<file path="src/assert_macros.svh">
// Assertion macros shared by the sampled latency statistics unit.
// Each module that asserts includes this file; the checks vanish under SYNTHESIS.
`ifndef ASSERT_MACROS_SVH
`define ASSERT_MACROS_SVH
`ifndef SYNTHESIS
// Check a property on every rising edge of clk while rst_n is high.
`define SLSU_ASSERT(lbl, prop) \
  lbl: assert property (@(posedge clk) disable iff (!rst_n) prop) \
    else $error("slsu assertion failed");
// Check that a condition never holds.
`define SLSU_ASSERT_NEVER(lbl, expr) \
  `SLSU_ASSERT(lbl, !(expr))
`else
`define SLSU_ASSERT(lbl, prop)
`define SLSU_ASSERT_NEVER(lbl, expr)
`endif
`endif

</file>
<file path="src/slsu_pkg.sv">
// Shared types, widths and codes for the sampled latency statistics unit.
// No dependencies; every module refers to it by scoped names.
`timescale 1ns / 1ps
package slsu_pkg;

  localparam int NUM_METRICS = 9;
  localparam int MET_W       = $clog2(NUM_METRICS);
  localparam int IDX_W       = 4;
  localparam int CNT_W       = 48;
  localparam int DUR_W       = 32;
  localparam int EVERY_W     = 16;
  localparam int DIV_CNT_W   = $clog2(CNT_W + 1);
  localparam int QDEPTH      = 2;
  localparam int QPTR_W      = 1;
  localparam int QCNT_W      = 2;

  // Request codes on the input port
  localparam logic [1:0] REQ_RECORD = 2'd0;
  localparam logic [1:0] REQ_FRAME  = 2'd1;
  localparam logic [1:0] REQ_READ   = 2'd2;
  localparam logic [1:0] REQ_CLEAR  = 2'd3;

  // Configuration register indexes
  localparam int CFG_IDX_W = 1;
  localparam logic [CFG_IDX_W-1:0] CFG_ENABLE    = 1'd0;
  localparam logic [CFG_IDX_W-1:0] CFG_KEEP_RATE = 1'd1;

  // Classified operations handed to the back end
  typedef logic [1:0] op_t;
  localparam op_t OP_READ  = 2'd0;  // report only
  localparam op_t OP_REC   = 2'd1;  // count an attempt, maybe keep the duration
  localparam op_t OP_FRAME = 2'd2;  // count a replaced frame
  localparam op_t OP_CLEAR = 2'd3;  // zero every counter

  typedef struct packed {
    op_t              op;
    logic             valid;
    logic [MET_W-1:0] idx;
    logic [DUR_W-1:0] dur;
  } cmd_t;

  typedef struct packed {
    logic full;
    logic empty;
  } q_stat_t;

endpackage

</file>
<file path="src/sampled_latency_stats_unit.sv">
// An accepted request makes one or two passes through the shared 48-bit bit-serial
// divider before its result strobe; the second pass runs only for a nonzero sample count.
// The back end takes one request at a time and the divider is the limit,
// and a two-entry queue lets up to three requests wait behind it.
// Results are strobed for one cycle and cannot be stalled by the receiver.
// Synchronous active-low reset zeroes all counters, enable=0, keep rate 1.
`timescale 1ns / 1ps
module sampled_latency_stats_unit (
  input  logic                           clk,
  input  logic                           rst_n,
  // request channel
  input  logic                           start,
  output logic                           busy,
  input  logic [1:0]                     in_req_type,
  input  logic [slsu_pkg::IDX_W-1:0]     in_metric_index,
  input  logic [slsu_pkg::DUR_W-1:0]     in_duration_us,
  // result channel
  output logic                           out_valid,
  output logic [slsu_pkg::CNT_W-1:0]     out_sample_count,
  output logic [slsu_pkg::DUR_W-1:0]     out_mean_us,
  output logic [slsu_pkg::DUR_W-1:0]     out_max_us,
  output logic [slsu_pkg::CNT_W-1:0]     out_replaced_frames,
  // configuration channel
  input  logic                           cfg_valid,
  output logic                           cfg_ready,
  input  logic [slsu_pkg::CFG_IDX_W-1:0] cfg_index,
  input  logic [slsu_pkg::EVERY_W-1:0]   cfg_wdata
);

  logic                         enable_r;
  logic [slsu_pkg::EVERY_W-1:0] every_r;
  logic                         q_push;
  logic                         q_pop;
  slsu_pkg::cmd_t               q_in;
  slsu_pkg::cmd_t               q_out;
  slsu_pkg::q_stat_t            q_stat;

  // Configuration registers are always ready; a keep rate of zero
  // is stored as one so the divider never sees a zero divisor.
  assign cfg_ready = 1'b1;

  always_ff @(posedge clk) begin
    if (!rst_n) begin
      enable_r <= 1'b0;
      every_r  <= slsu_pkg::EVERY_W'(1);
    end else if (cfg_valid && cfg_ready) begin
      unique case (cfg_index)
        slsu_pkg::CFG_ENABLE:    enable_r <= cfg_wdata[0];
        slsu_pkg::CFG_KEEP_RATE: every_r  <= (cfg_wdata == '0) ?
                                             slsu_pkg::EVERY_W'(1) : cfg_wdata;
        default: ;
      endcase
    end
  end

  // Front end: take and classify requests, hold one while the queue is full
  slsu_front u_front (
    .clk          (clk),
    .rst_n        (rst_n),
    .start        (start),
    .busy         (busy),
    .req_type     (in_req_type),
    .metric_index (in_metric_index),
    .duration_us  (in_duration_us),
    .enable       (enable_r),
    .q_stat       (q_stat),
    .push         (q_push),
    .push_data    (q_in)
  );

  // Decouple intake from the slow divider-bound back end
  slsu_queue u_queue (
    .clk       (clk),
    .rst_n     (rst_n),
    .push      (q_push),
    .push_data (q_in),
    .pop       (q_pop),
    .pop_data  (q_out),
    .stat      (q_stat)
  );

  // Back end: update counters, derive sample count and mean, strobe result
  slsu_back u_back (
    .clk                 (clk),
    .rst_n               (rst_n),
    .q_stat              (q_stat),
    .q_data              (q_out),
    .q_pop               (q_pop),
    .every               (every_r),
    .out_valid           (out_valid),
    .out_sample_count    (out_sample_count),
    .out_mean_us         (out_mean_us),
    .out_max_us          (out_max_us),
    .out_replaced_frames (out_replaced_frames)
  );

endmodule

</file>
<file path="src/slsu_queue.sv">
// Two-entry command queue between the front end and the back end.
// Depends on slsu_pkg and assert_macros.svh.
`timescale 1ns / 1ps
`include "assert_macros.svh"
module slsu_queue (
  input  logic              clk,
  input  logic              rst_n,
  input  logic              push,
  input  slsu_pkg::cmd_t    push_data,
  input  logic              pop,
  output slsu_pkg::cmd_t    pop_data,
  output slsu_pkg::q_stat_t stat
);

  slsu_pkg::cmd_t                    mem_r [slsu_pkg::QDEPTH];
  logic [slsu_pkg::QPTR_W-1:0]       wptr_r;
  logic [slsu_pkg::QPTR_W-1:0]       rptr_r;
  logic [slsu_pkg::QCNT_W-1:0]       cnt_r;

  always_comb begin
    stat.full  = (cnt_r == slsu_pkg::QCNT_W'(slsu_pkg::QDEPTH));
    stat.empty = (cnt_r == '0);
    pop_data   = mem_r[rptr_r];
  end

  always_ff @(posedge clk) begin
    if (!rst_n) begin
      wptr_r <= '0;
      rptr_r <= '0;
      cnt_r  <= '0;
    end else begin
      if (push) wptr_r <= wptr_r + 1'b1;
      if (pop)  rptr_r <= rptr_r + 1'b1;
      if (push && !pop)      cnt_r <= cnt_r + 1'b1;
      else if (pop && !push) cnt_r <= cnt_r - 1'b1;
    end
  end

  always_ff @(posedge clk) begin
    if (push) mem_r[wptr_r] <= push_data;
  end

  `SLSU_ASSERT_NEVER(a_no_overflow, push && stat.full)
  `SLSU_ASSERT_NEVER(a_no_underflow, pop && stat.empty)
  `SLSU_ASSERT(a_cnt_bound, cnt_r <= slsu_pkg::QCNT_W'(slsu_pkg::QDEPTH))

endmodule

</file>
<file path="src/slsu_front.sv">
// Front end: takes requests, classifies them and feeds the command queue.
// Depends on slsu_pkg.
`timescale 1ns / 1ps
module slsu_front (
  input  logic                        clk,
  input  logic                        rst_n,
  input  logic                        start,
  output logic                        busy,
  input  logic [1:0]                  req_type,
  input  logic [slsu_pkg::IDX_W-1:0]  metric_index,
  input  logic [slsu_pkg::DUR_W-1:0]  duration_us,
  input  logic                        enable,
  input  slsu_pkg::q_stat_t           q_stat,
  output logic                        push,
  output slsu_pkg::cmd_t              push_data
);

  logic           hold_r;
  logic           hold_nxt;
  slsu_pkg::cmd_t cmd_r;
  slsu_pkg::cmd_t cmd_nxt;
  logic           accept;
  logic           in_range;

  assign push      = hold_r && !q_stat.full;
  assign busy      = hold_r && q_stat.full;
  assign accept    = start && !busy;
  assign push_data = cmd_r;
  assign hold_nxt  = accept || (hold_r && !push);
  assign in_range  = 32'(metric_index) < slsu_pkg::NUM_METRICS;

  // Decide now what the back end must do; disabled records and frames, and
  // out-of-range records, collapse into a plain read.
  always_comb begin
    cmd_nxt.valid = in_range;
    cmd_nxt.idx   = in_range ? metric_index[slsu_pkg::MET_W-1:0] : '0;
    cmd_nxt.dur   = duration_us;
    unique case (req_type)
      slsu_pkg::REQ_RECORD: cmd_nxt.op = (enable && in_range) ? slsu_pkg::OP_REC
                                                              : slsu_pkg::OP_READ;
      slsu_pkg::REQ_FRAME:  cmd_nxt.op = enable ? slsu_pkg::OP_FRAME : slsu_pkg::OP_READ;
      slsu_pkg::REQ_CLEAR:  cmd_nxt.op = slsu_pkg::OP_CLEAR;
      default:              cmd_nxt.op = slsu_pkg::OP_READ;
    endcase
  end

  always_ff @(posedge clk) begin
    if (!rst_n) hold_r <= 1'b0;
    else        hold_r <= hold_nxt;
  end

  always_ff @(posedge clk) begin
    if (accept) cmd_r <= cmd_nxt;
  end

endmodule

</file>
<file path="src/slsu_div.sv">
// Shared restoring divider, one quotient bit per cycle over the counter width.
// Depends on slsu_pkg.
`timescale 1ns / 1ps
module slsu_div (
  input  logic                       clk,
  input  logic                       rst_n,
  input  logic                       start,
  input  logic [slsu_pkg::CNT_W-1:0] dividend,
  input  logic [slsu_pkg::CNT_W-1:0] divisor,
  output logic                       busy,
  output logic                       done,
  output logic [slsu_pkg::CNT_W-1:0] quotient,
  output logic [slsu_pkg::CNT_W-1:0] remainder
);

  localparam int W = slsu_pkg::CNT_W;

  logic [W-1:0]                   rem_r;
  logic [W-1:0]                   quo_r;
  logic [W-1:0]                   dvs_r;
  logic [slsu_pkg::DIV_CNT_W-1:0] cnt_r;
  logic                           done_r;
  logic [W:0]                     rem_sh;
  logic [W:0]                     diff;
  logic                           take;

  assign busy      = (cnt_r != '0);
  assign done      = done_r;
  assign quotient  = quo_r;
  assign remainder = rem_r;

  always_comb begin
    rem_sh = {rem_r, quo_r[W-1]};
    diff   = rem_sh - {1'b0, dvs_r};
    take   = !diff[W];
  end

  always_ff @(posedge clk) begin
    if (!rst_n) begin
      cnt_r  <= '0;
      done_r <= 1'b0;
    end else begin
      done_r <= busy && (cnt_r == slsu_pkg::DIV_CNT_W'(1));
      if (start)     cnt_r <= slsu_pkg::DIV_CNT_W'(W);
      else if (busy) cnt_r <= cnt_r - 1'b1;
    end
  end

  always_ff @(posedge clk) begin
    if (start) begin
      rem_r <= '0;
      quo_r <= dividend;
      dvs_r <= divisor;
    end else if (busy) begin
      rem_r <= take ? diff[W-1:0] : rem_sh[W-1:0];
      quo_r <= {quo_r[W-2:0], take};
    end
  end

endmodule

</file>
<file path="src/slsu_back.sv">
// Back end: holds the per-metric counters, runs each command through the
// shared divider and drives the result strobe. Depends on slsu_pkg,
// slsu_div and assert_macros.svh.
`timescale 1ns / 1ps
`include "assert_macros.svh"
module slsu_back (
  input  logic                         clk,
  input  logic                         rst_n,
  input  slsu_pkg::q_stat_t            q_stat,
  input  slsu_pkg::cmd_t               q_data,
  output logic                         q_pop,
  input  logic [slsu_pkg::EVERY_W-1:0] every,
  output logic                         out_valid,
  output logic [slsu_pkg::CNT_W-1:0]   out_sample_count,
  output logic [slsu_pkg::DUR_W-1:0]   out_mean_us,
  output logic [slsu_pkg::DUR_W-1:0]   out_max_us,
  output logic [slsu_pkg::CNT_W-1:0]   out_replaced_frames
);

  localparam int CW = slsu_pkg::CNT_W;
  localparam int DW = slsu_pkg::DUR_W;

  localparam logic [2:0] ST_IDLE  = 3'd0;
  localparam logic [2:0] ST_UPD   = 3'd1;
  localparam logic [2:0] ST_SAMP  = 3'd2;
  localparam logic [2:0] ST_WSAMP = 3'd3;
  localparam logic [2:0] ST_MEAN  = 3'd4;
  localparam logic [2:0] ST_WMEAN = 3'd5;
  localparam logic [2:0] ST_OUT   = 3'd6;

  logic [2:0]     state_r;
  logic [2:0]     state_nxt;
  slsu_pkg::cmd_t cmd_r;

  logic [CW-1:0]  att_r  [slsu_pkg::NUM_METRICS];
  logic [CW-1:0]  tot_r  [slsu_pkg::NUM_METRICS];
  logic [DW-1:0]  peak_r [slsu_pkg::NUM_METRICS];
  logic [CW-1:0]  frames_r;

  logic [CW-1:0]  samples_r;
  logic [DW-1:0]  mean_r;
  logic           out_valid_r;
  logic [CW-1:0]  out_samples_r;
  logic [DW-1:0]  out_mean_r;
  logic [DW-1:0]  out_max_r;
  logic [CW-1:0]  out_frames_r;

  logic [CW-1:0]  att_sel;
  logic [CW-1:0]  tot_sel;
  logic [DW-1:0]  peak_sel;

  logic           div_start;
  logic [CW-1:0]  div_dividend;
  logic [CW-1:0]  div_divisor;
  logic           div_busy;
  logic           div_done;
  logic [CW-1:0]  div_quo;
  logic [CW-1:0]  div_rem;
  logic           keep;

  assign att_sel  = cmd_r.valid ? att_r[cmd_r.idx]  : '0;
  assign tot_sel  = cmd_r.valid ? tot_r[cmd_r.idx]  : '0;
  assign peak_sel = cmd_r.valid ? peak_r[cmd_r.idx] : '0;

  assign q_pop        = (state_r == ST_IDLE) && !q_stat.empty;
  assign div_start    = (state_r == ST_SAMP) || (state_r == ST_MEAN);
  assign div_dividend = (state_r == ST_SAMP) ? att_sel : tot_sel;
  assign div_divisor  = (state_r == ST_SAMP) ? CW'(every) : samples_r;
  assign keep         = (cmd_r.op == slsu_pkg::OP_REC) && (div_rem == '0);

  slsu_div u_div (
    .clk       (clk),
    .rst_n     (rst_n),
    .start     (div_start),
    .dividend  (div_dividend),
    .divisor   (div_divisor),
    .busy      (div_busy),
    .done      (div_done),
    .quotient  (div_quo),
    .remainder (div_rem)
  );

  always_comb begin
    state_nxt = state_r;
    unique case (state_r)
      ST_IDLE:  if (!q_stat.empty) state_nxt = ST_UPD;
      ST_UPD:   state_nxt = ST_SAMP;
      ST_SAMP:  state_nxt = ST_WSAMP;
      ST_WSAMP: if (div_done) begin
        state_nxt = (cmd_r.valid && div_quo != '0) ? ST_MEAN : ST_OUT;
      end
      ST_MEAN:  state_nxt = ST_WMEAN;
      ST_WMEAN: if (div_done) state_nxt = ST_OUT;
      ST_OUT:   state_nxt = ST_IDLE;
      default:  state_nxt = ST_IDLE;
    endcase
  end

  // Control and counter state
  always_ff @(posedge clk) begin
    if (!rst_n) begin
      state_r     <= ST_IDLE;
      out_valid_r <= 1'b0;
      frames_r    <= '0;
      for (int i = 0; i < slsu_pkg::NUM_METRICS; i++) begin
        att_r[i]  <= '0;
        tot_r[i]  <= '0;
        peak_r[i] <= '0;
      end
    end else begin
      state_r     <= state_nxt;
      out_valid_r <= (state_r == ST_OUT);
      if (state_r == ST_UPD) begin
        case (cmd_r.op)
          slsu_pkg::OP_REC:   att_r[cmd_r.idx] <= att_r[cmd_r.idx] + 1'b1;
          slsu_pkg::OP_FRAME: frames_r <= frames_r + 1'b1;
          slsu_pkg::OP_CLEAR: begin
            frames_r <= '0;
            for (int i = 0; i < slsu_pkg::NUM_METRICS; i++) begin
              att_r[i]  <= '0;
              tot_r[i]  <= '0;
              peak_r[i] <= '0;
            end
          end
          default: ;
        endcase
      end
      // Keep the duration when the new attempt count is a multiple of every
      if (state_r == ST_WSAMP && div_done && keep) begin
        tot_r[cmd_r.idx] <= tot_r[cmd_r.idx] + CW'(cmd_r.dur);
        if (cmd_r.dur > peak_r[cmd_r.idx]) peak_r[cmd_r.idx] <= cmd_r.dur;
      end
    end
  end

  // Payload
  always_ff @(posedge clk) begin
    if (q_pop) cmd_r <= q_data;
    if (state_r == ST_WSAMP && div_done) begin
      samples_r <= cmd_r.valid ? div_quo : '0;
      mean_r    <= '0;
    end
    if (state_r == ST_WMEAN && div_done) begin
      mean_r <= (div_quo[CW-1:DW] != '0) ? '1 : div_quo[DW-1:0];
    end
    if (state_r == ST_OUT) begin
      out_samples_r <= samples_r;
      out_mean_r    <= mean_r;
      out_max_r     <= peak_sel;
      out_frames_r  <= frames_r;
    end
  end

  assign out_valid           = out_valid_r;
  assign out_sample_count    = out_samples_r;
  assign out_mean_us         = out_mean_r;
  assign out_max_us          = out_max_r;
  assign out_replaced_frames = out_frames_r;

  `SLSU_ASSERT(a_strobe_single, out_valid_r |=> !out_valid_r)
  `SLSU_ASSERT_NEVER(a_div_restart, div_start && div_busy)
  `SLSU_ASSERT(a_done_when_waiting,
               div_done |-> (state_r == ST_WSAMP || state_r == ST_WMEAN))

endmodule

</file>
<file path="config.mk">
export PLATFORM = sky130hd
export DESIGN_NAME = sampled_latency_stats_unit
export DESIGN_NICKNAME = d
export VERILOG_FILES = /design/src/slsu_pkg.sv /design/src/sampled_latency_stats_unit.sv /design/src/slsu_queue.sv /design/src/slsu_front.sv /design/src/slsu_div.sv /design/src/slsu_back.sv
export VERILOG_INCLUDE_DIRS = /design/src /design/src/src
export SDC_FILE = /design/constraint.sdc
export NUM_CORES = 2
export LEC_CHECK = 0
export BUFFER_PORTS_ARGS = -buffer_cell sky130_fd_sc_hd__buf_2
export CELL_PAD_IN_SITES_DETAIL_PLACEMENT = 0
export CELL_PAD_IN_SITES_GLOBAL_PLACEMENT = 1
export CORE_UTILIZATION = 54
export DETAILED_ROUTE_END_ITERATION = 8
export GPL_ROUTABILITY_DRIVEN = 0
export GPL_TIMING_DRIVEN = 1
export MAX_ROUTING_LAYER = met4
export PLACE_DENSITY = 0.82
export SETUP_SLACK_MARGIN = 0.02
export SLEW_MARGIN = 10
export SYNTH_ARGS = -nofsm -noshare
export SYNTH_HDL_FRONTEND = slang
export SYNTH_SLANG_ARGS = --single-unit
</file>
<file path="constraint.sdc">
create_clock -name clk -period 17.4 [get_ports clk]
set_input_delay 4.35 -clock clk [delete_from_list [all_inputs] [get_ports clk]]
set_output_delay 4.35 -clock clk [all_outputs]
set_load 0.01 [all_outputs]
</file>
==> results.cfg <==
[clock_tree]
clock_sinks = 2669
post_cts_resized = 0
cts.clk_slew.worst_paths_ps = 60
cts-root-buf = clkbuf_16
clk_latency_ps = 960
cts_setup_buffers = 0
htreeDepth = 5
hold_buffers = 0
cts_tree = built
cts_buffer_depth = 4
cts_buffers = 285

[setup_path]
crit_path_start_kind = flip-flop
crit_required_ps = 18010
setup.worst_path.end_class = flip-flop
crit_arrival_ps = 8280
crit_start = u_back.cmd_r[32]
reg2reg_slack_ps = 9730
worstSetupPathType = reg -> reg
rr_startpoint = u_back.cmd_r[32]
crit_path_max_fanout = 45

[synth]
yosys-top-cells-count = 2540 x edfxtp_1, 1077 x nor2_1, 635 x mux4_2
synth_cell_types = 90
synthCells = 6938
ys_warn_count = 0
synth_fp_nets = 7117
avgSynthCellArea_sq_um = 16.3
async_flop_share_pct = 0
yosysTopAreaCellShare_pct = 67.3
synth_edf_count = 2540
yosys-top-cells-area = edfxtp_1 67%, mux4_2 13%, nor2_1 3.6%
yosysTopAreaCell = edfxtp_1
synth_ff_type = edfxtp_1
yosysSeqAreaShare_pct = 69.5
synth_area_sq_um = 113000
ys_ff_latch = 2669
synth_most_common_cell = edfxtp_1

[hold_path]
hp-class = reg -> reg
hp-start = u_back.mean_r[23]

[pwr]
vdd_drop_max_v = 0.000141
cellLeakagePower_uw = 0.0441
powerDensity_nw_per_um2 = 175

[timing]
hold_viol_final = 0
layout_min_cycle_time_ps = 7670
fmax_mhz = 130
relSlewSlack_pct = 17.1
final.setup.tns_ps = 0
drv_slew = 0
worst_slew_pin_slew_ps = 1240
grt_setup_unrepaired = false
fin_crit_sh_pct = 44.1
finalSetupViolCount = 0
skew_ps = 82.9

[routing]
drt_wl_total_mm = 281
ant_nets = 0
drt_iter0_markers = 7815
wl_per_cell_um = 27.5
vias_per_cell = 6.17
post-route-drc-count = 0
dr.pass1.iters = 6
num_vias = 63100

[die]
die_area_sq_um = 212000
io_pins = 222
start_util_pct = 54.5
coreArea_sq_um = 208000
rows = 167
die_y_um = 460
dieWidth_um = 460

[layout]
nNetsFinal = 7409
area_delta_synth_final_pct = 11.8
fin_cells = 10200
drive_above_1_share_pct = 21.7

[global_routing]
track_usage_pct = 27.6
grt_pass1_vias = 61800
grt_start_max_net_pins = 162
antenna_found_initial = 10
grt_pass1_wl_mm = 412
overflow = 0

[placement]
dp.cells = 9731
io_buffers = 220
dpl.hpwl_mm = 171

[outcome]
status = complete, no violations

[flow_run]
drv_cap = 0
flip-flops by register name, indices dropped and copies added, names as in the netlist, 48 cells and up:
name	count
u_back.att_r	768
u_back.tot_r	768
u_back.peak_r	512
u_queue.mem_r	78
u_back.frames_r	48
u_back.out_replaced_frames	48
u_back.out_sample_count	48
u_back.samples_r	48
u_back.u_div.dvs_r	48
u_back.u_div.quotient	48
u_back.u_div.remainder	48
worst max-delay path: stages (launching register included):
cell      delay (ps)
edfxtp_1         340
buf_4            690
buf_4            760
buf_4            730
mux4_2           620
mux4_2           620
ha_1             420
a21o_1           210
a21o_1           180
a221oi_1         290
o31ai_1          140
buf_4            180
a211oi_1         280
o21a_1           600
nor3_1           130
xnor2_1          690
inv_1            270
kinds of logic (layout without fill, tap and decap cells):
family                     after synthesis  after routing  share of synthesized area, %
AOI/OAI and AO/OA                      495            495                          2.72
muxes                                  747            747                          13.7
adders and majority gates              120            120                          1.34
and+or+nand+nor                       2133           2133                          8.65
buffers and inverters                  588           1079                          2.36
xor gates and xnor gates               185            185                          1.65
other                                    1              8                       0.00331
DFF                                   2669           2669                          69.5
power by group:
| part | switching (uW) | internal, uW |
|---|---|---|
| clock | 2420 | 3400 |
| combinational | 5160 | 2490 |
| sequential | 319 | 8360 |
| total | 7890 | 14300 |
final cells by class:
class | count | area, sq um
Antenna cell | 7 | 17.5
Clock buffer | 358 | 7570
Clock inverter | 128 | 1220
Fill cell | 14800 | 81200
Inverter | 207 | 777
Multi-Input combinational cell | 3681 | 32400
Sequential cell | 2669 | 78900
Tap cell | 2788 | 3490
Timing Repair Buffer | 386 | 2400
metrics by stage:
stage	power, uW	area [sq um]	util (%)	worst slack, ps	hold slack, ps
floorplan	13600	113000	-	4130	400
global placement	16200	118000	56.7	9220	403
detailed placement	16300	118000	56.7	9120	405
CTS	22100	127000	61.0	9660	406
global route	23000	127000	61.0	9130	420
finish	22100	127000	61.0	9730	407
path summary, 6_finish.rpt:
path / endpoint / cells after the start
worst max-delay path: u_back.tot_r[14][34] / 16
worst min-delay path: u_back.out_mean_us[23] / 0
worst max register to register: u_back.tot_r[14][34] / 16
worst min register to register: u_back.out_mean_us[23] / 0
placed cells by master, fill, tap and decap left out, types with 23 or more instances in the layout:
master	count
edfxtp_1	2540
nor2_1	1054
mux4_2	635
and2_1	370
nand2_1	291
clkbuf_16	290
buf_2	220
inv_1	198
buf_4	162
o21ai_0	144
dfxtp_1	128
ha_1	118
a21oi_1	101
xor2_1	93
xnor2_1	67
a21o_1	64
clkbuf_1	62
nand3_1	59
nor3_1	57
nor2b_1	56
mux2_2	56
mux2i_1	52
nand4_1	50
clkinv_1	43
a31oi_1	42
clkinv_2	42
nand2_2	34
nor4_1	30
and3_1	23
layer usage:
metal  track usage [%]  vias up  part of all wire [%]
met4              9.14        0                   3.4
met3              5.01      464                   9.5
met1              37.8    32400                    40
met2              42.1     3285                    47
li1                  -    26900                     -
met5                 -        -                     0
No activity file was read; power rests on OpenSTA's default activity.
